`config.mk`:
```
export PLATFORM = sky130hd
export DESIGN_NAME = pcbqh_bin_update
export DESIGN_NICKNAME = d
export VERILOG_FILES = /design/src/pcbqh_pkg.sv /design/src/pcbqh_bin_update.sv
export SDC_FILE = /design/constraint.sdc
export NUM_CORES = 1
export LEC_CHECK = 0
export BUFFER_PORTS_ARGS = -buffer_cell sky130_fd_sc_hd__buf_2
export CAP_MARGIN = 10
export CELL_PAD_IN_SITES_DETAIL_PLACEMENT = 1
export CELL_PAD_IN_SITES_GLOBAL_PLACEMENT = 1
export CORE_MARGIN = 1.5
export CORE_UTILIZATION = 27
export DETAILED_ROUTE_END_ITERATION = 7
export MAX_ROUTING_LAYER = met4
export PLACE_DENSITY_LB_ADDON = 0.1
export SLEW_MARGIN = 20
export SYNTH_ARGS = -nofsm -noshare
export SYNTH_HDL_FRONTEND = slang
export SYNTH_SLANG_ARGS = --single-unit
```
`constraint.sdc`:
```
create_clock -name vclk -period 8.1
set_input_delay 1.62 -clock vclk [all_inputs]
set_output_delay 1.62 -clock vclk [all_outputs]
set_load 0.05 [all_outputs]
```
`src/pcbqh_pkg.sv`:
```
`timescale 1ns / 1ps
// Shared types and constants of the per-cycle base quality histogram.
// No dependencies; imported by every module of the block.
package pcbqh_pkg;

  localparam int CntW   = 32;
  localparam int QsumW  = 40;
  localparam int ReadW  = 32;
  localparam int LenW   = 48;
  localparam int PosW   = 17;
  localparam int CharW  = 8;
  localparam int CfgIdxW = 2;

  // Reset values of the configuration registers
  localparam logic [CharW-1:0] Q20ThrRst  = 8'd53;  // '5'
  localparam logic [CharW-1:0] Q30ThrRst  = 8'd63;  // '?'
  localparam logic [CharW-1:0] QualOffRst = 8'd33;

  // One histogram bin as stored in the bin memory
  typedef struct packed {
    logic [CntW-1:0]  q20;
    logic [CntW-1:0]  q30;
    logic [CntW-1:0]  cnt;
    logic [QsumW-1:0] qsum;
  } bin_t;

  typedef struct packed {
    logic [CharW-1:0] q20_thr;
    logic [CharW-1:0] q30_thr;
    logic [CharW-1:0] qual_off;
  } cfg_t;

  typedef enum logic [CfgIdxW-1:0] {
    CFG_Q20_THR  = 2'd0,
    CFG_Q30_THR  = 2'd1,
    CFG_QUAL_OFF = 2'd2
  } cfg_idx_e;

  typedef enum logic {
    OP_ACCUM = 1'b0,
    OP_QUERY = 1'b1
  } op_e;

  // Increment that sticks at all ones
  function automatic logic [CntW-1:0] sat_inc32(input logic [CntW-1:0] v);
    logic [CntW-1:0] r;
    r = (v == '1) ? v : v + CntW'(1);
    return r;
  endfunction

endpackage

```
`src/pcbqh_bin_update.sv`:
```
`timescale 1ns / 1ps
// Bin update: classifies one base by quality and forms the new bin value.
// Depends on pcbqh_pkg (bin_t, cfg_t, sat_inc32).
module pcbqh_bin_update import pcbqh_pkg::*; (
  input  bin_t             cur_i,
  input  logic [CharW-1:0] qual_i,
  input  cfg_t             cfg_i,
  output bin_t             nxt_o
);

  logic             is_q30;
  logic             is_q20;
  logic [CharW-1:0] qdelta;
  logic [QsumW:0]   qsum_sum;

  always_comb begin
    // Q30 always implies Q20, whatever the threshold order
    is_q30 = (qual_i >= cfg_i.q30_thr);
    is_q20 = is_q30 || (qual_i >= cfg_i.q20_thr);
    // quality below the offset contributes nothing
    qdelta = (qual_i >= cfg_i.qual_off) ? (qual_i - cfg_i.qual_off) : '0;
    qsum_sum = {1'b0, cur_i.qsum} + (QsumW+1)'(qdelta);

    nxt_o.q20  = is_q20 ? sat_inc32(cur_i.q20) : cur_i.q20;
    nxt_o.q30  = is_q30 ? sat_inc32(cur_i.q30) : cur_i.q30;
    nxt_o.cnt  = sat_inc32(cur_i.cnt);
    nxt_o.qsum = qsum_sum[QsumW] ? '1 : qsum_sum[QsumW-1:0];
  end

endmodule

```
=== Word-level counts from Yosys, hierarchy flattened ===
Cells that the tools add are included.
Widths: inputs -> output; s select.

* Add/sub/neg operators: 5
* Magnitude comparators: 3
* Equal/unequal tests: 3
* Multiplexer cells: 7
* Reduce and logical (&&, ||, !) cells: 1

{| class="wikitable"
|+ Operators by type and width
! kind !! number
|-
| $mux 32 || 5
|-
| $add 32x1->32 const B || 3
|-
| $eq 32x32->1 const B || 3
|-
| $add 40x8->41 || 1
|-
| $mux 40 || 1
|-
| $ge 8x8->1 || 3
|-
| $mux 8 || 1
|-
| $sub 8x8->8 || 1
|-
| $logic_or 1x1->1 || 1
|}

* Bits in registers: 0
* Bits of input ports: 168
* Output and inout port bits: 136
* Logic and storage cells: 19

=== Logic depth before layout (Yosys ltp) ===
Gate-level depths: netlist of the first run.

* Depth in word-level cells: 4
* Depth in mapped cells: 21
* Mapped depth without buffers: 19

=== Worst setup path after synthesis of the first run ===
Ideal clock, no wire load.

* Path type: input-to-output
* From: input qual_i[0]
* To: output nxt_o[35] (netlist bit)
* Arrival time: 5.749 ns
* Required time: 6.480 ns
* Path slack: 0.731 ns
* Stages on the path: 19
* Buffers on the path: 2
* Path through: inv_1 ha_1 fa_1 nor2b_1 o21ai_0 nand2b_1 a211oi_1 o21ai_0 a21oi_1 nor2_1 ha_1 o21ai_0 o211ai_2 and3b_1 buf_2 nand2_2 or4_1 buf_6 a31oi_1

{| class="wikitable"
|+ RTL lines
! what !! RTL line !! source
|-
| start, declared || pcbqh_bin_update.sv:6 || <nowiki>input logic [CharW-1:0] qual_i,</nowiki>
|-
| end, declared || pcbqh_bin_update.sv:8 || <nowiki>output bin_t nxt_o</nowiki>
|}

==> flow_metrics.py, run 1 <==
metrics = {
    "floorplan": {
        "core-area_um2": 14100,
        "initial_utilization": 0.280,
        "die_h_um": 124,
        "dieArea_um2": 15300,
        "rows": 43,
        "ios": 304,
        "chipWidth_um": 124,
    },
    "place": {
        "port_buffers": 304,
        "dpl.hpwl_um": 15300,
        "dp_cells": 1084,
        "gp_congestion": 0.854,
        "pre_cts_slack_ns": 0.278,
        "placed_area_um2": 5630,
    },
    "routing": {
        "vias_per_cell": 5.14,
        "dr.pass1.iters": 4,
        "drcViolationCount": 0,
        "wl_per_cell_um": 15.6,
        "vias": 5578,
        "antenna_left": 0,
        "drt_iter0_drc": 158,
        "routed_wl_um": 17000,
    },
    "cts": {
        "ctsHoldBuffers": 0,
        "post_cts_buffers": 0,
    },
    "timing": {
        "setup_violations": 0,
        "final.min_clock_period_ns": 7.62,
        "tightestPinTransition_ns": 0.809,
        "relSlewSlack": 0.458,
        "period_share": 0.941,
        "setup_slack_ns": 0.480,
        "hold_violations": 0,
        "final_max_slew_viol_count": 0,
        "rsz0062_at_grt": "no",
        "setup_tns_ns": 0,
        "fin_hold_ws_ns": 3.60,
        "fmax_mhz": 131,
    },
    "layout": {
        "seq_cells": 0,
        "drive_above_1_share": 0.372,
        "finalNonFillerCells": 1086,
        "design_area_um2": 5630,
        "clock_buffers": 0,
        "post-route-util": 0.400,
        "layout-area-overhead-vs-synth_pct": 42.8,
        "nets": 1111,
        "regArea_um2": 0,
        "multi_input_comb_area_um2": 3740,
        "final.fill_count": 1956,
    },
    "worst_setup_path": {
        "cp_max_fo": 19,
        "cp_slowest_stage_delay_ns": 0.44,
        "cp.arrival_ns": 6.00,
        "crit_family": "compound AO/OA/AOI/OAI gates",
        "cp_cell_sequence": "buf_2 -> inv_1 -> ha_1 -> fa_1 -> nor2b_1 -> o21ai_0 -> nand2b_1 -> a211oi_1 -> o21ai_0 -> a21oi_2 -> nor2_1 -> ha_1 -> fa_1 -> a211oi_1 -> o211ai_2 -> and3b_1 -> nand2_2 -> or4_1 -> buf_4 -> buf_4 -> nand2_1 -> buf_2",
        "cp.buffers_inverters": 5,
        "critPathKind": "input port to primary output",
        "slowest_stage": "fa_1",
        "crit_required_ns": 6.48,
        "critical_path_depth": 22,
        "endpoint_kind": "primary output",
        "worst_setup_path_start_kind": "input port",
    },
    "power_and_ir_drop": {
        "seqPwrFrac": 0,
        "power.internal_uw": 142,
        "powerDensity_nw_per_um2": 85.9,
        "combPwrFrac": 1.000,
        "power_uw": 484,
        "p_sw_frac": 0.707,
        "irDropWorstVdd_mv": 0.0411,
        "power_switching_uw": 342,
        "p_clk_frac": 0,
        "p_leak_nw": 2.80,
    },
    "yosys": {
        "ys_seq_area_frac": 0,
        "synthCells": 611,
        "syn_avg_cell_area_um2": 6.46,
        "ys_warn_count": 0,
        "yosysUniqueCellTypes": 47,
        "syn-num-nets": 816,
        "synth_area_um2": 3950,
    },
    "run": {
        "cap_violations": 0,
    },
    "global_route": {
        "antenna_found_initial": 1,
        "grt_max_degree": 20,
        "grt_overflow": 0,
        "grt.total_usage": 0.208,
        "grt_pass1_vias": 5361,
        "grt_pass1_wl_um": 25400,
    },
    "run_status": {
        "status": "finished, final reports clean",
    },
    "worst_hold_path": {
        "min_to": "nxt_o[123]",
        "min_from": "cur_i[123]",
        "hold_depth": 3,
        "min_path_type": "input port to primary output",
    },
}
[synth_stat cells, types with 8 or more instances]
cell | number | area (um2)
inv_1 | 31 | 116
nand2_1 | 74 | 278
xor2_1 | 55 | 482
ha_1 | 35 | 438
a21oi_1 | 21 | 105
o21ai_0 | 13 | 65.1
nand3_1 | 55 | 275
xnor2_1 | 64 | 561
and3_1 | 23 | 144
mux2_2 | 8 | 90.1
nor3_1 | 20 | 100
nand4_1 | 47 | 294
and4_1 | 10 | 87.6
nor2_1 | 67 | 251
[timing repair]
item	4_1_cts	5_1_grt
hold endpoints to repair	0	0
endpoints found under the setup margin	0	22
gates resized for setup	0	1
[metal layers]
| metal | vias to the layer above | part of all wire | GRT usage |
|---|---|---|---|
| li1 | 2757 | - | - |
| met1 | 2585 | 0.39 | 0.229 |
| met2 | 202 | 0.51 | 0.394 |
| met3 | 34 | 0.065 | 0.0256 |
| met4 | 0 | 0.030 | 0.0503 |
| met5 | - | 0 | - |
[cell type report]
type / count / share of cell area
diodes: 2 / 0.000888
multi-input cells: 566 / 0.664
inverters: 31 / 0.0207
repair buffers: 307 / 0.274
well taps: 180 / 0.0400
[layout by cell type, fill, tap and decap left out, types with 2 or more instances in the layout]
master / n
buf_2: 304
nand2_1: 74
nor2_1: 67
xnor2_1: 64
xor2_1: 55
nand3_1: 55
nand4_1: 47
ha_1: 35
inv_1: 31
and3_1: 23
a21oi_1: 20
nor3_1: 20
o21ai_0: 13
and4_1: 10
mux2_2: 8
nor2b_1: 7
nand2_2: 7
or3_1: 7
nand2b_1: 6
a211oi_1: 5
a21o_1: 4
and2_1: 4
a31oi_1: 4
o31ai_1: 3
o21ai_2: 3
nor4_1: 3
buf_4: 3
diode_2: 2
or2_2: 2
fa_1: 2
[power by group through the flow]
stage	Sequential, mW	Combinational (mW)	Clock [mW]
after floorplan	0	0.334	0
after global placement	0	0.477	0
after detailed placement	0	0.486	0
final	0	0.484	0.0000000330
after global routing	0	0.520	0.0000000165
after CTS	0	0.488	0
[worst max path at each step]
stage,startpoint,end
2_1_floorplan,qual_i[0],nxt_o[35]
3_3_place_gp,qual_i[0],nxt_o[0]
3_5_place_dp,qual_i[0],nxt_o[16]
4_1_cts,qual_i[0],nxt_o[16]
5_1_grt,qual_i[0],nxt_o[18]
6_report,qual_i[0],nxt_o[16]
[tightest hold or removal path, delay by kind of cell]
| kind | cells | cell delay [ns] |
|---|---|---|
| buffers and inverters | 2 | 0.29 |
| xor gates and xnor gates | 1 | 0.06 |
[cell families (layout without fill, tap and decap cells)]
family | Yosys count | after routing | synth area share
compound gates | 62 | 62 | 0.101
xor+xnor | 119 | 119 | 0.264
simple gates | 340 | 340 | 0.439
other cells | 0 | 2 | 0
fa+ha+maj | 37 | 37 | 0.121
buf+inv | 45 | 338 | 0.0520
mux | 8 | 8 | 0.0228
No activity file was read; power rests on OpenSTA's default activity.
==> inputs of run 2 (changes only) <==
--- a/config.mk
+++ b/config.mk
@@ -5,12 +5,13 @@
 export SDC_FILE = /design/constraint.sdc
 export NUM_CORES = 1
 export LEC_CHECK = 0
+export ABC_AREA = 1
 export BUFFER_PORTS_ARGS = -buffer_cell sky130_fd_sc_hd__buf_2
 export CAP_MARGIN = 10
 export CELL_PAD_IN_SITES_DETAIL_PLACEMENT = 1
 export CELL_PAD_IN_SITES_GLOBAL_PLACEMENT = 1
 export CORE_MARGIN = 1.5
-export CORE_UTILIZATION = 27
+export CORE_UTILIZATION = 31
 export DETAILED_ROUTE_END_ITERATION = 7
 export MAX_ROUTING_LAYER = met4
 export PLACE_DENSITY_LB_ADDON = 0.1
@@ -18,3 +19,4 @@
 export SYNTH_ARGS = -nofsm -noshare
 export SYNTH_HDL_FRONTEND = slang
 export SYNTH_SLANG_ARGS = --single-unit
+export TNS_END_PERCENT = 1
==> constraint.sdc (replaced) <==
create_clock -name vclk -period 8.1
set_input_delay 0.81 -clock vclk [all_inputs]
set_output_delay 0.81 -clock vclk [all_outputs]
set_load 0.05 [all_outputs]
==> run 2 against run 1 <==
  * Cell area rose by 53%
  * Sequential cell count did not move
  * Largest power group unchanged
  * Synthesized area rose by 75%
  * Highest routed layer unchanged
  * Sequential share of layout area did not move
  * First-iteration DRC count rose by 130%
==> flow_metrics.py, run 2 <==
metrics = {
    "layout": {
        "final_cell_mix": "613 x nand2_1, 304 x buf_2, 191 x nor2_1, 174 x nand3_1, 154 x inv_1",
        "design_area_um2": 8620,
        "clock_buffers": 0,
        "layout-area-overhead-vs-synth_pct": 25.0,
        "final_common_cell": "nand2_1",
        "regArea_um2": 0,
        "final.fill_count": 3370,
        "drive_above_1_share": 0.226,
        "seq_cells": 0,
        "nets": 1932,
    },
    "worst_setup_path": {
        "cp_max_fo": 34,
        "cp.arrival_ns": 4.55,
        "worst_setup_path_start_kind": "input port",
        "slowest_stage": "nand4_2",
        "cp_cell_sequence": "buf_2 -> inv_1 -> ha_1 -> fa_1 -> nor2_1 -> o21ai_0 -> nand2_1 -> nand2_1 -> nand3_1 -> nand2_1 -> inv_1 -> ha_1 -> fa_1 -> nand2_1 -> nand2_1 -> nand3_1 -> nand2_2 -> nand4_2 -> nand3_1 -> buf_2",
        "cpMostUsedCell": "nand2_1",
        "crit_family": "simple AND/OR/NAND/NOR gates",
        "crit_required_ns": 7.29,
        "critPathKind": "input port to primary output",
        "endpoint_kind": "primary output",
        "cp.buffers_inverters": 4,
        "cp_slowest_stage_delay_ns": 0.67,
    },
    "timing": {
        "period_share": 0.662,
        "setup_slack_ns": 2.74,
        "hold_violations": 0,
        "tightestPinTransition_ns": 0.950,
        "fmax_mhz": 186,
        "setup_tns_ns": 0,
        "rsz0062_at_grt": "no",
        "final.min_clock_period_ns": 5.36,
        "setup_violations": 0,
        "relSlewSlack": 0.366,
        "final_max_slew_viol_count": 0,
    },
    "floorplan": {
        "initial_utilization": 0.316,
        "core-area_um2": 21800,
        "die_h_um": 152,
        "rows": 54,
        "ios": 304,
        "dieArea_um2": 23100,
        "chipWidth_um": 152,
    },
    "yosys": {
        "ys_warn_count": 0,
        "syn-num-nets": 1652,
        "syn_avg_cell_area_um2": 4.76,
        "yosys-top-cells-count": "613 x nand2_1, 191 x nor2_1, 174 x nand3_1, 154 x inv_1, 42 x nand3b_1",
        "yosysMostFrequentCell": "nand2_1",
        "synth_top_cells_by_area": "nand2_1 33%, nand3_1 13%, nor2_1 10%",
        "yosysUniqueCellTypes": 36,
        "synth_top_area_share": 0.334,
        "synth_top_area_cell": "nand2_1",
        "synth_area_um2": 6890,
        "synthCells": 1447,
        "ys_seq_area_frac": 0,
    },
    "global_route": {
        "grt_pass1_wl_um": 49200,
        "antenna_found_initial": 8,
        "grt_overflow": 0,
        "grt_max_degree": 53,
        "grt.total_usage": 0.257,
        "grt_pass1_vias": 9952,
    },
    "power_and_ir_drop": {
        "power_uw": 752,
        "powerDensity_nw_per_um2": 87.3,
        "irDropWorstVdd_mv": 0.0568,
        "p_leak_nw": 5.03,
    },
    "place": {
        "pre_cts_slack_ns": 2.71,
        "gp_congestion": 0.936,
        "placed_area_um2": 8600,
        "dpl.hpwl_um": 25800,
        "port_buffers": 304,
    },
    "worst_hold_path": {
        "min_from": "cur_i[64]",
        "min_path_type": "input port to primary output",
        "min_to": "nxt_o[64]",
        "hold_depth": 3,
    },
    "routing": {
        "routed_wl_um": 29600,
        "wl_met3_um": 1520,
        "antenna_left": 0,
        "drt_iter0_drc": 366,
        "drt-met1-wl_um": 13600,
        "vias": 9929,
        "dr.pass1.iters": 4,
        "vias_per_cell": 4.93,
        "drcViolationCount": 0,
        "top_layer": "met4",
        "wl_per_cell_um": 14.7,
        "wl_met2_um": 14100,
    },
    "cts": {
        "ctsResizeCount": 0,
        "post_cts_buffers": 0,
        "ctsHoldBuffers": 0,
    },
    "run_status": {
        "status": "finished, final reports clean",
    },
    "run": {
        "cap_violations": 0,
    },
}
[run 2: where the power goes]
group / total, mW / internal, mW / switching [mW]
Combinational: 0.752 / 0.187 / 0.565
Sequential: 0 / 0 / 0
Clock: 0.000000132 / 0.000000132 / 0
[run 2: area by class of cell]
type	instances	area (um2)	area share
multi-input cells	1253	6090	0.707
repair buffers	305	1530	0.177
well taps	280	350	0.0407
diodes	8	20.0	0.00232
inverters	167	627	0.0727
[run 2: how the worst max path moves through the flow]
stage / startpoint / endpoint / slack, ns / cells after the start
floorplan: qual_i[0] / nxt_o[32] / 3.48 / 20
global placement: qual_i[0] / nxt_o[31] / 2.89 / 20
detailed placement: qual_i[0] / nxt_o[37] / 2.71 / 20
CTS: qual_i[0] / nxt_o[37] / 2.70 / 20
global route: qual_i[0] / nxt_o[24] / 2.24 / 20
finish: qual_i[0] / nxt_o[37] / 2.74 / 20
[run 2: cells by family (layout without fill, tap and decap cells)]
family | Yosys count | in the layout | share of synthesized area
AO/OA/AOI/OAI | 57 | 57 | 0.0436
buffers and inverters | 194 | 472 | 0.116
adder cells (fa/ha/maj) | 37 | 37 | 0.0693
XOR/XNOR | 19 | 19 | 0.0241
AND/OR/NAND/NOR | 1140 | 1140 | 0.747
other | 0 | 8 | 0
[run 2: routing by layer]
layer | vias to the layer above | track usage
met1 | 4506 | 0.324
met2 | 252 | 0.451
met4 | 0 | 0.0301
met3 | 26 | 0.0302
li1 | 5145 | -
met5 | - | -
[run 2: stage by stage]
step | hold WS, ns | std cells | util
2_1_floorplan | 1.92 | 1447 | -
3_3_place_gp | 2.02 | 2005 | 0.394
3_5_place_dp | 2.02 | 2005 | 0.394
4_1_cts | 2.02 | 2005 | 0.394
5_1_grt | 2.04 | 2013 | 0.395
6_report | 2.03 | 2013 | 0.395
